## src/hdl/pfrf_pkg.sv

```systemverilog
`timescale 1ns / 1ps
// ----------------------------------------------------------------------------
// pfrf_pkg: shared definitions for the page framebuffer rectangle fill block
// Screen geometry, item types, microcode control word and its program, and
// the mask and paint helpers used by the datapath.
// ----------------------------------------------------------------------------
package pfrf_pkg;

    localparam int SCREEN_COLUMNS  = 84;
    localparam int SCREEN_ROWS     = 48;
    localparam int STORE_PAGES     = (SCREEN_ROWS + 7) / 8;
    localparam int STORE_BYTES     = SCREEN_COLUMNS * STORE_PAGES;
    localparam int RESET_ONES_FROM = (STORE_PAGES / 2) * SCREEN_COLUMNS;

    localparam int ADDR_W = $clog2(STORE_BYTES);
    localparam int COL_W  = $clog2(SCREEN_COLUMNS + 1);
    localparam int ROW_W  = $clog2(SCREEN_ROWS + 1);
    localparam int PAGE_W = ROW_W - 3;

    localparam logic signed [16:0] COLS_WIDE = 17'(SCREEN_COLUMNS);
    localparam logic signed [16:0] ROWS_WIDE = 17'(SCREEN_ROWS);

    localparam logic [7:0] TOP_MASK [8] =
        '{8'h00, 8'h80, 8'hC0, 8'hE0, 8'hF0, 8'hF8, 8'hFC, 8'hFE};
    localparam logic [7:0] BOTTOM_MASK [8] =
        '{8'h00, 8'h01, 8'h03, 8'h07, 8'h0F, 8'h1F, 8'h3F, 8'h7F};
    localparam logic [7:0] FULL_BYTE = 8'hFF;

    localparam logic [1:0] OPC_PIXEL = 2'd0;
    localparam logic [1:0] OPC_RECT  = 2'd1;
    localparam logic [1:0] OPC_CLEAR = 2'd2;
    localparam logic [1:0] OPC_READ  = 2'd3;

    localparam logic [1:0] COLOR_SET    = 2'd0;
    localparam logic [1:0] COLOR_CLEAR  = 2'd1;
    localparam logic [1:0] COLOR_INVERT = 2'd2;
    localparam logic [1:0] COLOR_KEEP   = 2'd3;

    typedef struct packed {
        logic [1:0]        opcode;
        logic signed [15:0] x_pos;
        logic signed [15:0] y_pos;
        logic signed [15:0] rect_width;
        logic signed [15:0] rect_height;
        logic [1:0]        color;
        logic [8:0]        read_address;
    } cmd_t;

    typedef struct packed {
        logic [7:0] read_data;
        logic       is_read;
    } rsp_t;

    // Program steps
    localparam int PC_W = 4;
    localparam logic [PC_W-1:0] P_BOOT      = 4'd0;
    localparam logic [PC_W-1:0] P_BOOT_FILL = 4'd1;
    localparam logic [PC_W-1:0] P_IDLE      = 4'd2;
    localparam logic [PC_W-1:0] P_DECODE    = 4'd3;
    localparam logic [PC_W-1:0] P_CLASSIFY  = 4'd4;
    localparam logic [PC_W-1:0] P_CHECK     = 4'd5;
    localparam logic [PC_W-1:0] P_FETCH     = 4'd6;
    localparam logic [PC_W-1:0] P_MODIFY    = 4'd7;
    localparam logic [PC_W-1:0] P_NEXT_COL  = 4'd8;
    localparam logic [PC_W-1:0] P_DONE      = 4'd9;
    localparam logic [PC_W-1:0] P_READ      = 4'd10;
    localparam logic [PC_W-1:0] P_CLR       = 4'd11;
    localparam logic [PC_W-1:0] P_CLR_FILL  = 4'd12;

    typedef enum logic [3:0] {
        C_NEVER      = 4'd0,
        C_ALWAYS     = 4'd1,
        C_IN_VALID   = 4'd2,
        C_OP_READ    = 4'd3,
        C_OP_CLEAR   = 4'd4,
        C_SKIP       = 4'd5,
        C_PAGE_MORE  = 4'd6,
        C_COL_MORE   = 4'd7,
        C_SWEEP_LAST = 4'd8,
        C_OUT_FREE   = 4'd9
    } cond_t;

    typedef enum logic [2:0] {
        ADDR_HOLD = 3'd0,
        ADDR_ZERO = 3'd1,
        ADDR_INC  = 3'd2,
        ADDR_SPAN = 3'd3,
        ADDR_PAGE = 3'd4,
        ADDR_COL  = 3'd5
    } addr_op_t;

    typedef enum logic [2:0] {
        MEM_NONE       = 3'd0,
        MEM_FETCH      = 3'd1,
        MEM_PAINT      = 3'd2,
        MEM_FILL_RESET = 3'd3,
        MEM_FILL_ZERO  = 3'd4,
        MEM_READ_ADDR  = 3'd5
    } mem_op_t;

    typedef struct packed {
        logic            take;
        logic            emit;
        logic            hold;
        cond_t           cond;
        logic [PC_W-1:0] target;
        addr_op_t        addr_op;
        mem_op_t         mem_op;
    } ctl_t;

    typedef struct packed {
        logic op_read;
        logic op_clear;
        logic skip;
        logic page_more;
        logic col_more;
        logic sweep_last;
    } status_t;

    function automatic ctl_t uword(input logic take, input logic emit, input logic hold,
                                   input cond_t cond, input logic [PC_W-1:0] target,
                                   input addr_op_t addr_op, input mem_op_t mem_op);
        ctl_t c;
        c.take    = take;
        c.emit    = emit;
        c.hold    = hold;
        c.cond    = cond;
        c.target  = target;
        c.addr_op = addr_op;
        c.mem_op  = mem_op;
        return c;
    endfunction

    // Control store: take, emit, hold, condition, jump target, address op, memory op
    function automatic ctl_t ucode(input logic [PC_W-1:0] pc);
        ctl_t c;
        unique case (pc)
            P_BOOT:      c = uword(1'b0, 1'b0, 1'b0, C_NEVER,      P_BOOT,
                               ADDR_ZERO, MEM_NONE);
            P_BOOT_FILL: c = uword(1'b0, 1'b0, 1'b1, C_SWEEP_LAST, P_IDLE,
                               ADDR_INC,  MEM_FILL_RESET);
            P_IDLE:      c = uword(1'b1, 1'b0, 1'b1, C_IN_VALID,   P_DECODE,
                               ADDR_HOLD, MEM_NONE);
            P_DECODE:    c = uword(1'b0, 1'b0, 1'b0, C_OP_READ,    P_READ,
                               ADDR_SPAN, MEM_NONE);
            P_CLASSIFY:  c = uword(1'b0, 1'b0, 1'b0, C_OP_CLEAR,   P_CLR,
                               ADDR_HOLD, MEM_NONE);
            P_CHECK:     c = uword(1'b0, 1'b0, 1'b0, C_SKIP,       P_DONE,
                               ADDR_HOLD, MEM_NONE);
            P_FETCH:     c = uword(1'b0, 1'b0, 1'b0, C_NEVER,      P_FETCH,
                               ADDR_HOLD, MEM_FETCH);
            P_MODIFY:    c = uword(1'b0, 1'b0, 1'b0, C_PAGE_MORE,  P_FETCH,
                               ADDR_PAGE, MEM_PAINT);
            P_NEXT_COL:  c = uword(1'b0, 1'b0, 1'b0, C_COL_MORE,   P_FETCH,
                               ADDR_COL,  MEM_NONE);
            P_DONE:      c = uword(1'b0, 1'b1, 1'b1, C_OUT_FREE,   P_IDLE,
                               ADDR_HOLD, MEM_NONE);
            P_READ:      c = uword(1'b0, 1'b0, 1'b0, C_ALWAYS,     P_DONE,
                               ADDR_HOLD, MEM_READ_ADDR);
            P_CLR:       c = uword(1'b0, 1'b0, 1'b0, C_NEVER,      P_CLR,
                               ADDR_ZERO, MEM_NONE);
            P_CLR_FILL:  c = uword(1'b0, 1'b0, 1'b1, C_SWEEP_LAST, P_DONE,
                               ADDR_INC,  MEM_FILL_ZERO);
            default:     c = uword(1'b0, 1'b0, 1'b0, C_ALWAYS,     P_BOOT,
                               ADDR_HOLD, MEM_NONE);
        endcase
        return c;
    endfunction

    function automatic logic signed [16:0] clamp17(input logic signed [16:0] v,
                                                   input logic signed [16:0] lim);
        if (v < 17'sd0)
            return 17'sd0;
        else if (v > lim)
            return lim;
        else
            return v;
    endfunction

    // Bits lo..hi of one page byte
    function automatic logic [7:0] span_mask(input logic [2:0] lo, input logic [2:0] hi);
        logic [7:0] first;
        logic [7:0] last;
        first = (lo == 3'd0) ? FULL_BYTE : TOP_MASK[3'(4'd8 - {1'b0, lo})];
        last  = (hi == 3'd7) ? FULL_BYTE : BOTTOM_MASK[hi + 3'd1];
        return first & last;
    endfunction

    function automatic logic [7:0] paint_byte(input logic [7:0] old, input logic [7:0] mask,
                                              input logic [1:0] color);
        logic [7:0] r;
        case (color)
            COLOR_SET:    r = old | mask;
            COLOR_CLEAR:  r = old & ~mask;
            COLOR_INVERT: r = old ^ mask;
            default:      r = old;
        endcase
        return r;
    endfunction

endpackage

```

## src/hdl/pfrf_sequencer.sv

```systemverilog
`timescale 1ns / 1ps
// ----------------------------------------------------------------------------
// pfrf_sequencer: microcode step counter
// Reads one control word per step from the control store and picks the next
// step: jump target when the condition holds, else stay or fall through.
// ----------------------------------------------------------------------------
module pfrf_sequencer (
    input  logic               clk,
    input  logic               rst_n,
    input  pfrf_pkg::status_t  status,
    input  logic               cmd_valid,
    input  logic               out_free,
    output pfrf_pkg::ctl_t     ctl
);

    logic [pfrf_pkg::PC_W-1:0] pc_reg;
    logic [pfrf_pkg::PC_W-1:0] pc_next;
    logic                      cond_true;

    assign ctl = pfrf_pkg::ucode(pc_reg);

    always_comb
    begin
        unique case (ctl.cond)
            pfrf_pkg::C_NEVER:      cond_true = 1'b0;
            pfrf_pkg::C_ALWAYS:     cond_true = 1'b1;
            pfrf_pkg::C_IN_VALID:   cond_true = cmd_valid;
            pfrf_pkg::C_OP_READ:    cond_true = status.op_read;
            pfrf_pkg::C_OP_CLEAR:   cond_true = status.op_clear;
            pfrf_pkg::C_SKIP:       cond_true = status.skip;
            pfrf_pkg::C_PAGE_MORE:  cond_true = status.page_more;
            pfrf_pkg::C_COL_MORE:   cond_true = status.col_more;
            pfrf_pkg::C_SWEEP_LAST: cond_true = status.sweep_last;
            pfrf_pkg::C_OUT_FREE:   cond_true = out_free;
            default:                cond_true = 1'b0;
        endcase
    end

    always_comb
    begin
        if (cond_true)
            pc_next = ctl.target;
        else if (ctl.hold)
            pc_next = pc_reg;
        else
            pc_next = pc_reg + 1'b1;
    end

    always_ff @(posedge clk or negedge rst_n)
    begin
        if (!rst_n)
            pc_reg <= pfrf_pkg::P_BOOT;
        else
            pc_reg <= pc_next;
    end

endmodule

```

## config.mk

```make
export PLATFORM = sky130hd
export DESIGN_NAME = pfrf_sequencer
export DESIGN_NICKNAME = d
export VERILOG_FILES = /design/src/hdl/pfrf_pkg.sv /design/src/hdl/pfrf_sequencer.sv
export SDC_FILE = /design/constraint.sdc
export NUM_CORES = 1
export LEC_CHECK = 0
export BUFFER_PORTS_ARGS = -buffer_cell sky130_fd_sc_hd__buf_4
export CELL_PAD_IN_SITES_DETAIL_PLACEMENT = 2
export CELL_PAD_IN_SITES_GLOBAL_PLACEMENT = 2
export CORE_MARGIN = 5
export CORE_UTILIZATION = 24
export DETAILED_ROUTE_END_ITERATION = 7
export GPL_ROUTABILITY_DRIVEN = 0
export PLACE_DENSITY = 0.78
export SYNTH_ARGS = -nofsm -noshare
export SYNTH_HDL_FRONTEND = slang
export SYNTH_SLANG_ARGS = --single-unit
```

## constraint.sdc

```tcl
create_clock -name clk -period 2.01 [get_ports clk]
set_input_delay 0.201 -clock clk [delete_from_list [all_inputs] [get_ports clk]]
set_output_delay 0.201 -clock clk [all_outputs]
set_load 0.1 [all_outputs]
```

Yosys cells after proc, flatten, opt, wreduce, memory -nomap -nowiden

Memories as Yosys holds them, arrays and structs flattened.
Index checks and enable logic that the tools add are counted.

Flip-flop bits (word level): 4
Bits in read-only memories: 272
Output and inout port bits: 17
Logic and storage cells: 16
Memories: 1

Memory list:

| name             | depth | bits a word | read ports | clocked after Yosys merged registers in | wr ports | line            | RTL |
|---|---|---|---|---|---|---|---|
| (name not given) | 16    | 17          | 1          | 0                                       | 0        | pfrf_pkg.sv:137 | `unique case (pc)` |

$add $sub $neg: 1
Eq/ne operators: 10
Muxes and demuxes: 3

Operators by type and width:

| cell                                                   | number |
|---|---|
| equality test 4 x 3 -> 1 bit (second input constant)   | 4 |
| one-hot mux 1 bit (9 select lines)                     | 1 |
| equality test 4 x 2 -> 1 bit (second input constant)   | 2 |
| equality test 4 bit (second input constant)            | 2 |
| two-way mux 4 bit                                      | 2 |
| adder 4 x 1 -> 4 bit (second input constant)           | 1 |
| equality test 4 x 1 -> 1 bit (second input constant)   | 1 |
| inequality test 2 x 1 -> 1 bit (second input constant) | 1 |

Longest topological paths before layout

An unclocked memory read counts as a cell.

Depth after elaboration: 4
Depth in mapped cells: 8

Least setup slack after synthesis

Ideal clock, no wire load.

Kind: reg2reg
Start point: reg pc_reg[0] (netlist bit)
End point: reg pc_reg[1] (netlist bit)
Library setup time: 130 ps
Arrival: 3,945 ps
Required time: 1,880 ps
Slack: -2,065 ps
Cell stages (with the launch flop): 7
Buffers on the path: 0
Clock period less this slack: 4,075 ps
Path through: dfrtp_1 ha_1 o21ai_0 o21ai_0 o31ai_1 o22ai_2 mux2_1

RTL lines:

| item                   | line                 | RTL |
|---|---|---|
| from (decl)            | pfrf_sequencer.sv:16 | `logic [pfrf_pkg::PC_W-1:0] pc_reg;` |
| from (signal assigned) | pfrf_sequencer.sv:52 | `pc_reg <= pfrf_pkg::P_BOOT;` |
| from (signal assigned) | pfrf_sequencer.sv:54 | `pc_reg <= pc_next;` |

Worst setup path after layout

Start point: reg pc_reg[1] (netlist bit)
End point: reg pc_reg[2] (netlist bit)

Longest elaborated chain between the ends: 4

Ends and longest elaborated chain:

| item                                                                                 | line                 | RTL |
|---|---|---|
| memory (16 x 17 bit)                                                                 | --                   |  |
| equality test 4 bit, or another cell as far along                                    | pfrf_sequencer.sv:24 | `unique case (ctl.cond)` |
| one-hot mux 1 bit (9 select lines)                                                   | pfrf_sequencer.sv:24 |  |
| inequality test 2 x 1 -> 1 bit (no source line) or two-way mux 4 bit (tied branches) | --                   |  |

Parallel ways exist; a longest one is shown, timed or not. The select of a mux whose other input is x is not followed.
A chain may end at the register's enable or synchronous reset.

==> metrics.txt <==
status=complete, but fails checks; failing checks=negative setup slack; Hold Path Class=in -> async; DR DRC count=0; Seq cells post-synth=4; area grow syn2layout=122%; # IOs=27; drt wl/cell=22.7 um; max reg flops=4; design area=0.00169 mm^2; number of flops mapped to enable cells by yosys=0; Cell Area, Placed=0.00134 mm^2; CP peak stage delay=0.48 ns; post-synthesis cell type count=31; Initial Util=24.9%; RSZ-0062 raised after global routing=yes; Slowest-stage cell, CP=dfrtp_2; initial antenna violation count=0; ratio of final minimum period to clock period=111%; Worst setup SP type=register; Worst Clk Skew=0.00303 ns; Async S/R FF share, synth=100%; Initial DRC Count=54; layout cells sized above 1=69.7%; fmax=0.449 GHz; synth top area cells=dfrtp_1, ha_1, mux2i_1, nor2_1, o21ai_0; DP Wirelength=3040 um; Tmin final=2.23 ns; GRT overflow=0; DIE AREA=0.00440 mm^2; cts bufs inserted=3; final net count=185; die height=66.3 um; core box area=0.00305 mm^2; top-area cell type share of the netlist area=13.2%; clock root cell=clkbuf_4; antenna viol nets, final=0; busiest grt layer=met2; CP Max Fanout=6; drt via density=5.18; CTS tree=built; CP cell instances=inv_4 -> ha_4 -> nand2_1 -> buf_4 -> a21oi_2 -> a21oi_1 -> o21bai_1 -> o22ai_2 -> buf_6 -> mux2_4; setup slack, reg-to-reg=-0.22 ns; final setup margin=-0.216 ns; fin. max-slew vios=0; PortBufs=26; WP data required=2.13 ns; area leader, netlist=dfrtp_1; register area share after synthesis=13.2%; # rows=20; worst skew pair latency=0.25 ns; Post-Synthesis Cells=101; hold_ws=0.287 ns; Synth top cells by count=nor2_1, o21ai_0, a21oi_1, ha_1, nand2_1; Net Count, Synth=119; CTS clk-pin slew, worst paths=0.04 ns; routed vias=1082; first-pass GRT wire length=6370 um; Critical Path AT=2.35 ns; Post-Synthesis Cell Area=761 um^2; crit path kind=reg -> reg; Setup violations, final=8; max cap viols=0; met1 usage=21.2%; largest net degree at the start of global routing=25; clk sink count=4; Die Span X=66.3 um; Syn Area/Cell=7.53 um^2; drt total wl=4740 um; global routing usage on met2=38.4%; H-tree Lvls=1; CP Capture Type=register; Longest Clk Path Bufs=2; worst slew pin tran=0.285 ns; # fillers=306; Antenna diodes=0; vias in the first global route=1168; Slew headroom=80.5%; met3 usage=1.87%; Yosys warnings=0; TritonRoute pass-1 iters=4; most frequent cell after synthesis=nor2_1; gr usage total=19.3%; final hold violation count=0; ys flop type=dfrtp_1
-- what timing repair did --
action | in CTS | in global routing
pin swaps | 6 | 1
buffers inserted | 5 | 4
hold buffers | 1 | 0
setup endpoints to repair | 12 | 14
gates resized for setup | 32 | 33
endpoints found under the hold margin | 4 | 0
-- metal layers --
metal	routed length [um]	vias up
li1	-	494
met1	1880	549
met2	2600	28
met3	150	11
met4	107	0
met5	0	-
-- cell usage in the layout (no fill, tap or decap), types with 3 or more instances in the layout --
master,netlist,final
ha_1,8,3
clkbuf_4,0,3
nand2_1,6,6
mux2i_1,5,3
nor2_4,0,6
a21o_1,4,4
buf_6,2,7
nor2_1,13,7
buf_12,0,5
mux2_4,0,4
dfrtp_2,0,3
o21ai_1,3,5
o21ai_2,0,3
a21oi_1,8,4
ha_4,0,4
buf_4,1,51
-- final timing paths --
kind                                        from  depth (start not counted)                     to
min                                        rst_n                          2  pc_reg[3]$_DFFE_PN0P_
max reg2reg                pc_reg[1]$_DFFE_PN0P_                         10  pc_reg[2]$_DFFE_PN0P_
max in group asynchronous                  rst_n                          2  pc_reg[1]$_DFFE_PN0P_
max                        pc_reg[1]$_DFFE_PN0P_                         10  pc_reg[2]$_DFFE_PN0P_
min in group clk                       status[3]                          5  pc_reg[3]$_DFFE_PN0P_
min reg2reg                pc_reg[2]$_DFFE_PN0P_                          3  pc_reg[2]$_DFFE_PN0P_
-- cell type report --
cell class	count	area (um^2)	share of cell area [%]
clock buffer	3	22.5	1.33
inverter	6	28.8	1.70
multi-input combinational	86	878	52.0
sequential	4	104	6.14
tap	44	55.1	3.26
timing repair buffer	66	602	35.6
-- cells by family after synthesis --
group / share of synthesized area (%)
simple gates: 15.8
fa+ha+maj: 13.2
compound gates: 34.2
mux: 14.3
flops: 13.2
xor+xnor: 1.15
buf+inv: 8.22
-- stage by stage --
stage               setup TNS (ns)  cells  util, %  setup WS (ns)
floorplan                    -1.41    101        -         -0.331
global placement            -0.123    196     43.9        -0.0334
detailed placement          -0.821    196     43.9         -0.214
CTS                         -0.160    205     50.0        -0.0484
global route                 -1.84    209     55.4         -0.322
finish                      -0.966    209     55.4         -0.216
-- worst max-delay path: cells and delay by family (launching register included) --
kind / cells / cell delay, ns
adders and majority gates: 1 / 0.19
AOI/OAI and AO/OA: 4 / 0.58
and+or+nand+nor: 1 / 0.10
DFF: 1 / 0.48
muxes: 1 / 0.30
buffers and inverters: 3 / 0.44
Power is not shown: default switching activity piles up to over one toggle a cycle in this logic, so the estimate is an artifact.
